**src/rtl/core/ffha_pkg.sv**
```systemverilog
`timescale 1ns / 1ps
// Shared types, constants and codes of the first-fit heap allocator.
// Used by the interfaces, the controller, the datapath and the top level.
package ffha_pkg;

   // Chunk table geometry and heap layout.
   localparam int MAX_CHUNKS   = 64;
   localparam int IDX_W        = $clog2(MAX_CHUNKS);
   localparam int CNT_W        = $clog2(MAX_CHUNKS + 1);
   localparam int ALIGN_BYTES  = 8;
   localparam int HEADER_BYTES = 12;
   localparam int CSR_INDEX_W  = 4;

   // Configuration register indexes.
   localparam logic [CSR_INDEX_W-1:0] CSR_HEAP_BASE  = CSR_INDEX_W'(0);
   localparam logic [CSR_INDEX_W-1:0] CSR_HEAP_LIMIT = CSR_INDEX_W'(1);

   localparam logic [31:0] HEAP_LIMIT_RESET = 32'd1048576;

   // Operation codes of the request channel.
   localparam logic CMD_ALLOC = 1'b0;
   localparam logic CMD_FREE  = 1'b1;

   typedef enum logic [2:0] {
      ST_OK       = 3'd0,
      ST_NULL     = 3'd1,
      ST_OOM      = 3'd2,
      ST_FULL     = 3'd3,
      ST_UNKNOWN  = 3'd4,
      ST_OVERSIZE = 3'd5
   } status_type;

   // One chunk table entry.
   typedef struct packed {
      logic        is_free;
      logic [31:0] offset;
      logic [31:0] payload;
   } chunk_type;

   typedef enum logic [4:0] {
      OP_NOP,
      OP_LOAD,
      OP_IDX_INC,
      OP_SPLIT_START,
      OP_SU_MOVE,
      OP_INSERT,
      OP_TAKE_SPLIT,
      OP_TAKE_WHOLE,
      OP_GROW,
      OP_MARK_FREE,
      OP_MERGE,
      OP_SD_MOVE,
      OP_SD_END,
      OP_MERGE_NEXT,
      OP_TRIM_SET,
      OP_TRIM,
      OP_FINISH
   } dp_op_type;

   typedef struct packed {
      dp_op_type  op;
      logic       set_st;
      status_type st;
   } dp_cmd_type;

   typedef struct packed {
      logic is_free_cmd;
      logic arg_zero;
      logic oversize;
      logic idx_end;
      logic idx_last;
      logic fit;
      logic split_ok;
      logic table_full;
      logic grow_oom;
      logic match;
      logic mergeable;
      logic ptr_gt_idx;
      logic ptr_lt_count;
      logic count_zero;
      logic trim_ok;
   } dp_sts_type;

   typedef enum logic [4:0] {
      S_IDLE,
      S_CHECK,
      S_A_RD,
      S_A_EV,
      S_SU_RD,
      S_SU_WR,
      S_A_INS,
      S_A_TAKE_S,
      S_A_GROW,
      S_F_RD,
      S_F_EV,
      S_M_RD,
      S_M_EV,
      S_SD_RD,
      S_SD_WR,
      S_T_SET,
      S_T_RD,
      S_T_EV,
      S_RESP
   } state_type;

endpackage

```
**src/rtl/core/ffha_ctrl.sv**
```systemverilog
`timescale 1ns / 1ps
// Controller state machine of the allocator: sequences scans, shifts, merges and trims.
// Depends on ffha_pkg; drives the datapath only through command and status structs.
module ffha_ctrl (
   input  logic                 clock,
   input  logic                 reset,
   input  logic                 req_valid,
   output logic                 req_ready,
   output logic                 rsp_valid,
   input  logic                 rsp_ready,
   input  ffha_pkg::dp_sts_type sts,
   output ffha_pkg::dp_cmd_type cmd
);

   ffha_pkg::state_type state_ff, state_in;
   logic                rsp_valid_ff, rsp_valid_in;
   logic                slot_free;

   // A request may enter once the response slot is empty or emptying.
   assign slot_free = !rsp_valid_ff || rsp_ready;
   assign rsp_valid = rsp_valid_ff;

   // Next state.
   always_comb begin
      state_in = state_ff;
      unique case (state_ff)
         ffha_pkg::S_IDLE: begin
            if (req_valid && slot_free) state_in = ffha_pkg::S_CHECK;
         end
         ffha_pkg::S_CHECK: begin
            if (sts.arg_zero) state_in = ffha_pkg::S_RESP;
            else if (sts.is_free_cmd) state_in = ffha_pkg::S_F_RD;
            else if (sts.oversize) state_in = ffha_pkg::S_RESP;
            else state_in = ffha_pkg::S_A_RD;
         end
         ffha_pkg::S_A_RD: begin
            state_in = sts.idx_end ? ffha_pkg::S_A_GROW : ffha_pkg::S_A_EV;
         end
         ffha_pkg::S_A_EV: begin
            if (!sts.fit) state_in = ffha_pkg::S_A_RD;
            else if (sts.split_ok) state_in = ffha_pkg::S_SU_RD;
            else state_in = ffha_pkg::S_RESP;
         end
         ffha_pkg::S_SU_RD: begin
            state_in = sts.ptr_gt_idx ? ffha_pkg::S_SU_WR : ffha_pkg::S_A_INS;
         end
         ffha_pkg::S_SU_WR:    state_in = ffha_pkg::S_SU_RD;
         ffha_pkg::S_A_INS:    state_in = ffha_pkg::S_A_TAKE_S;
         ffha_pkg::S_A_TAKE_S: state_in = ffha_pkg::S_RESP;
         ffha_pkg::S_A_GROW:   state_in = ffha_pkg::S_RESP;
         ffha_pkg::S_F_RD: begin
            state_in = sts.idx_end ? ffha_pkg::S_RESP : ffha_pkg::S_F_EV;
         end
         ffha_pkg::S_F_EV: begin
            state_in = sts.match ? ffha_pkg::S_M_RD : ffha_pkg::S_F_RD;
         end
         ffha_pkg::S_M_RD: begin
            state_in = sts.idx_last ? ffha_pkg::S_T_SET : ffha_pkg::S_M_EV;
         end
         ffha_pkg::S_M_EV: begin
            state_in = sts.mergeable ? ffha_pkg::S_SD_RD : ffha_pkg::S_M_RD;
         end
         ffha_pkg::S_SD_RD: begin
            state_in = sts.ptr_lt_count ? ffha_pkg::S_SD_WR : ffha_pkg::S_M_RD;
         end
         ffha_pkg::S_SD_WR: state_in = ffha_pkg::S_SD_RD;
         ffha_pkg::S_T_SET: begin
            state_in = sts.count_zero ? ffha_pkg::S_RESP : ffha_pkg::S_T_RD;
         end
         ffha_pkg::S_T_RD: state_in = ffha_pkg::S_T_EV;
         ffha_pkg::S_T_EV: begin
            state_in = sts.trim_ok ? ffha_pkg::S_T_SET : ffha_pkg::S_RESP;
         end
         ffha_pkg::S_RESP: state_in = ffha_pkg::S_IDLE;
         default:          state_in = ffha_pkg::S_IDLE;
      endcase
   end

   // Outputs: datapath command and request handshake.
   always_comb begin
      cmd.op     = ffha_pkg::OP_NOP;
      cmd.set_st = 1'b0;
      cmd.st     = ffha_pkg::ST_OK;
      req_ready  = 1'b0;
      unique case (state_ff)
         ffha_pkg::S_IDLE: begin
            req_ready = slot_free;
            if (req_valid && slot_free) cmd.op = ffha_pkg::OP_LOAD;
         end
         ffha_pkg::S_CHECK: begin
            if (sts.arg_zero) begin
               cmd.set_st = 1'b1;
               cmd.st     = ffha_pkg::ST_NULL;
            end else if (!sts.is_free_cmd && sts.oversize) begin
               cmd.set_st = 1'b1;
               cmd.st     = ffha_pkg::ST_OVERSIZE;
            end
         end
         ffha_pkg::S_A_EV: begin
            if (!sts.fit) begin
               cmd.op = ffha_pkg::OP_IDX_INC;
            end else if (sts.split_ok) begin
               cmd.op = ffha_pkg::OP_SPLIT_START;
            end else begin
               cmd.op     = ffha_pkg::OP_TAKE_WHOLE;
               cmd.set_st = 1'b1;
               cmd.st     = ffha_pkg::ST_OK;
            end
         end
         ffha_pkg::S_SU_WR: cmd.op = ffha_pkg::OP_SU_MOVE;
         ffha_pkg::S_A_INS: cmd.op = ffha_pkg::OP_INSERT;
         ffha_pkg::S_A_TAKE_S: begin
            cmd.op     = ffha_pkg::OP_TAKE_SPLIT;
            cmd.set_st = 1'b1;
            cmd.st     = ffha_pkg::ST_OK;
         end
         ffha_pkg::S_A_GROW: begin
            cmd.set_st = 1'b1;
            if (sts.table_full) begin
               cmd.st = ffha_pkg::ST_FULL;
            end else if (sts.grow_oom) begin
               cmd.st = ffha_pkg::ST_OOM;
            end else begin
               cmd.op = ffha_pkg::OP_GROW;
               cmd.st = ffha_pkg::ST_OK;
            end
         end
         ffha_pkg::S_F_RD: begin
            if (sts.idx_end) begin
               cmd.set_st = 1'b1;
               cmd.st     = ffha_pkg::ST_UNKNOWN;
            end
         end
         ffha_pkg::S_F_EV: begin
            cmd.op = sts.match ? ffha_pkg::OP_MARK_FREE : ffha_pkg::OP_IDX_INC;
         end
         ffha_pkg::S_M_EV: begin
            cmd.op = sts.mergeable ? ffha_pkg::OP_MERGE : ffha_pkg::OP_MERGE_NEXT;
         end
         ffha_pkg::S_SD_RD: begin
            if (!sts.ptr_lt_count) cmd.op = ffha_pkg::OP_SD_END;
         end
         ffha_pkg::S_SD_WR: cmd.op = ffha_pkg::OP_SD_MOVE;
         ffha_pkg::S_T_SET: begin
            if (sts.count_zero) begin
               cmd.set_st = 1'b1;
               cmd.st     = ffha_pkg::ST_OK;
            end else begin
               cmd.op = ffha_pkg::OP_TRIM_SET;
            end
         end
         ffha_pkg::S_T_EV: begin
            if (sts.trim_ok) begin
               cmd.op = ffha_pkg::OP_TRIM;
            end else begin
               cmd.set_st = 1'b1;
               cmd.st     = ffha_pkg::ST_OK;
            end
         end
         ffha_pkg::S_RESP: cmd.op = ffha_pkg::OP_FINISH;
         default: cmd.op = ffha_pkg::OP_NOP;
      endcase
   end

   // The response becomes valid once the finishing state registers it, and stays valid until it is taken.
   always_comb begin
      if (state_ff == ffha_pkg::S_RESP) rsp_valid_in = 1'b1;
      else rsp_valid_in = rsp_valid_ff && !rsp_ready;
   end

   always_ff @(posedge clock) begin
      if (reset) begin
         state_ff     <= ffha_pkg::S_IDLE;
         rsp_valid_ff <= 1'b0;
      end else begin
         state_ff     <= state_in;
         rsp_valid_ff <= rsp_valid_in;
      end
   end

endmodule

```
**config.mk**
```make
export PLATFORM = sky130hd
export DESIGN_NAME = ffha_ctrl
export DESIGN_NICKNAME = d
export VERILOG_FILES = /design/src/rtl/core/ffha_pkg.sv /design/src/rtl/core/ffha_ctrl.sv
export SDC_FILE = /design/constraint.sdc
export NUM_CORES = 1
export LEC_CHECK = 0
export CAP_MARGIN = 5
export CORE_MARGIN = 2
export CORE_UTILIZATION = 34
export DETAILED_ROUTE_END_ITERATION = 7
export DONT_BUFFER_PORTS = 1
export SYNTH_ARGS = -nofsm -noshare
export SYNTH_HDL_FRONTEND = slang
export SYNTH_SLANG_ARGS = --single-unit
```
**constraint.sdc**
```tcl
create_clock -name clock -period 1.7 [get_ports clock]
set_input_delay 0.17 -clock clock [delete_from_list [all_inputs] [get_ports clock]]
set_output_delay 0.17 -clock clock [all_outputs]
set_load 0.02 [all_outputs]
```
==> key figures <==
STA
  • Setup-failing EPs final: 4
  • RSZ-0062 raised after global routing: yes
  • Final min period: 1.83 ns
  • Final Hold Vio Count: 0
  • Slew HR: 68.3%
  • F_max: 545 MHz
  • Final worst slack: -0.134 ns
  • Worst slew pin tran: 0.469 ns
  • Final clock skew: 0.00574 ns
  • Fin crit share: 108%
  • Final slew viol count: 0

Logic synthesis
  • Dominant cells by area after synthesis: dfxtp_1 (14%), nand2_1 (6.9%), nor2_1 (6.0%)
  • Syn Nets: 153
  • Mapped cell area: 872 µm²
  • Number of flops mapped to enable cells by yosys: 0
  • Register area share after synthesis: 13.8%
  • Post-synthesis cell type count: 41
  • Post-synth top area share: 13.8%
  • Synth Warn #: 0
  • Top cells by count, synth: nand2_1 (16), nor2_1 (14), a21oi_1 (9), buf_2 (9)
  • Dominant cell type by area after synthesis: dfxtp_1
  • Top FF cell, synth: dfxtp_1
  • Most frequent cell after synthesis: nand2_1
  • Avg Inst Size Synth: 6.51 µm²
  • Yosys reg bits: 6
  • Async S/R FF share, synth: 0%
  • Syn Inst Count: 134

Critical path
  • Crit-path max FO: 6
  • CP Data Arrival Time: 1.66 ns
  • Worst Setup Start Kind: flop
  • Worst setup EP type: output port
  • Worst endpoint required time: 1.53 ns
  • Flop2flop setup slack: 0.10 ns
  • Cell chain of the critical path: or3b_4, nor3_4, o21ai_2, o311ai_2, a311o_1
  • Setup crit end: cmd[3]
  • Reg2reg end: state_ff[2]
  • Crit path from: state_ff[3]
  • Slowest stage delay, CP: 0.43 ns
  • Critical R2R Launch: state_ff[3]
  • Worst-path cell with the longest stage delay: or3b_4
  • Reg2Reg Depth: 8
  • CP Class: reg -> out

Placed design
  • Dpl cells: 183
  • Placement Cell Area: 0.00109 mm²
  • Worst slack, placed: 0.0415 ns
  • I/O Buffers: 0
  • DPL Wire Length: 2.44 mm
  • Final RePlAce weighted congestion: 0.971

Die
  • Site Rows: 18
  • Die ar.: 0.00299 mm²
  • Die W: 54.6 µm
  • Initial Utilization: 35.5%
  • Core area: 0.00245 mm²
  • Die Span Y: 54.6 µm
  • I/O pins: 30

Power
  • Leakage: 0.538 nW
  • Pwr dens: 1350 mW/mm²
  • Power, Total: 1.83 mW
  • IR Drop Worst-Case VDD: 1.10 mV

Clocking
  • Reg clk slew, reported paths: 0.05 ns
  • CTS Sinks: 6
  • CTS Buffer Depth: 2
  • H-Tree Depth: 1
  • Clock Latency Late Sink: 0.26 ns
  • TritonCTS clock tree: built
  • CTS root buf: clkbuf_4
  • Num CTS Buffers: 3

Flow run
  • Max Cap Viol: 0

Global routing
  • Vias in the first global route: 1,102
  • Grt total ovfl: 0
  • Largest net degree at the start of global routing: 17
  • GR Util All Layers: 23.2%
  • Global-route wire length before repair: 4.97 mm
  • Initial antenna violation count: 0

Cells and area
  • Fillers: 218
  • Layout cell share with drive strength beyond 1: 43.4%
  • Fin cells: 196
  • NumNets Final: 187
  • # diodes: 0
  • Design Area, Final: 0.00136 mm²
  • Area growth syn-to-layout: 55.7%

Worst hold path
  • HP Class: in -> reg
  • WHS Path Cells: 2

Routing
  • Final ANT Viol Nets: 0
  • First-iteration detailed-routing DRC count: 66
  • Post-DR vias/cell: 6.13
  • Via Count: 1,202
  • Total Routed Length: 3.47 mm
  • WL/cell: 17.7 µm
  • Drt first pass iters: 4
  • DRC viols: 0

Status
  • Status: finished with violations
  • Failing checks: setup timing
[critical path: cells and delay by family (launching register included)]
kind / cells / cell delay (ns)
simple gates: 2 / 0.57
flops: 1 / 0.37
compound gates: 3 / 0.47
[metrics by stage]
stage / util, % / hold WS [ns] / setup TNS [ns]
detailed placement: 44.5 / 0.245 / 0
floorplan: - / 0.239 / 0
CTS: 49.1 / 0.0639 / -0.388
global route: 55.3 / 0.0611 / -0.693
finish: 55.3 / 0.0610 / -0.308
global placement: 44.5 / 0.245 / 0
[metal layers]
metal	track usage (%)	part of all wire (%)	vias up
met5	0	0	-
met4	6.25	1.4	0
met3	6.83	10	8
met2	38.5	51	58
met1	28.8	37	571
li1	-	-	565
[cells in the final DEF, fill, tap and decap left out, types with 2 or more instances in the layout]
| cell | instances |
|---|---|
| a21o_1 | 2 |
| a21oi_1 | 7 |
| a21oi_2 | 2 |
| a31oi_1 | 5 |
| a32oi_1 | 2 |
| buf_4 | 31 |
| buf_6 | 6 |
| clkbuf_4 | 3 |
| dfxtp_4 | 4 |
| inv_1 | 4 |
| nand2_1 | 15 |
| nand2b_1 | 3 |
| nand2b_4 | 2 |
| nand3_1 | 7 |
| nand3b_1 | 3 |
| nand4_1 | 4 |
| nor2_1 | 13 |
| nor2b_1 | 3 |
| nor3_2 | 3 |
| nor3_4 | 2 |
| o21ai_0 | 6 |
| o21ai_1 | 2 |
| o311ai_2 | 2 |
| o31a_1 | 4 |
| or3_1 | 2 |
[how the worst min path moves through the flow]
stage / start / end / slack, ns
floorplan: reset / rsp_valid / 0.24
global placement: reset / rsp_valid / 0.25
detailed placement: reset / rsp_valid / 0.25
CTS: reset / state_ff[1] / 0.06
global route: reset / state_ff[2] / 0.06
finish: reset / state_ff[1] / 0.06
[power breakdown]
part           switching (mW)  internal (mW)  total [mW]
clock network          0.0591         0.0804       0.139
logic                   0.795          0.640        1.43
registers              0.0640          0.190       0.254
[sequential cells by signal (all words and copies together), names as in the netlist]
name	count
state_ff	5
rsp_valid	1
[cells by family after synthesis]
kind of cell           share of synthesized area, %
AOI/OAI and AO/OA                              34.0
muxes                                          1.15
and+or+nand+nor                                42.5
DFF                                            13.8
buffers and inverters                          8.61
[what timing repair did]
item,CTS,global route
pin swaps,8,14
setup endpoints to repair,6,8
hold buffers,1,0
resized for setup,15,26
buffers inserted,4,5
endpoints found under the hold margin,1,0
[cell type report]
type	instances	area [µm²]	area share, %
sequential	6	136	10.0
inverter	6	25.0	1.84
clock buffer	3	22.5	1.66
tap	30	37.5	2.76
timing repair buffer	39	330	24.3
multi-input combinational	112	806	59.4
Note: power is estimated with default switching activity, not from simulation.
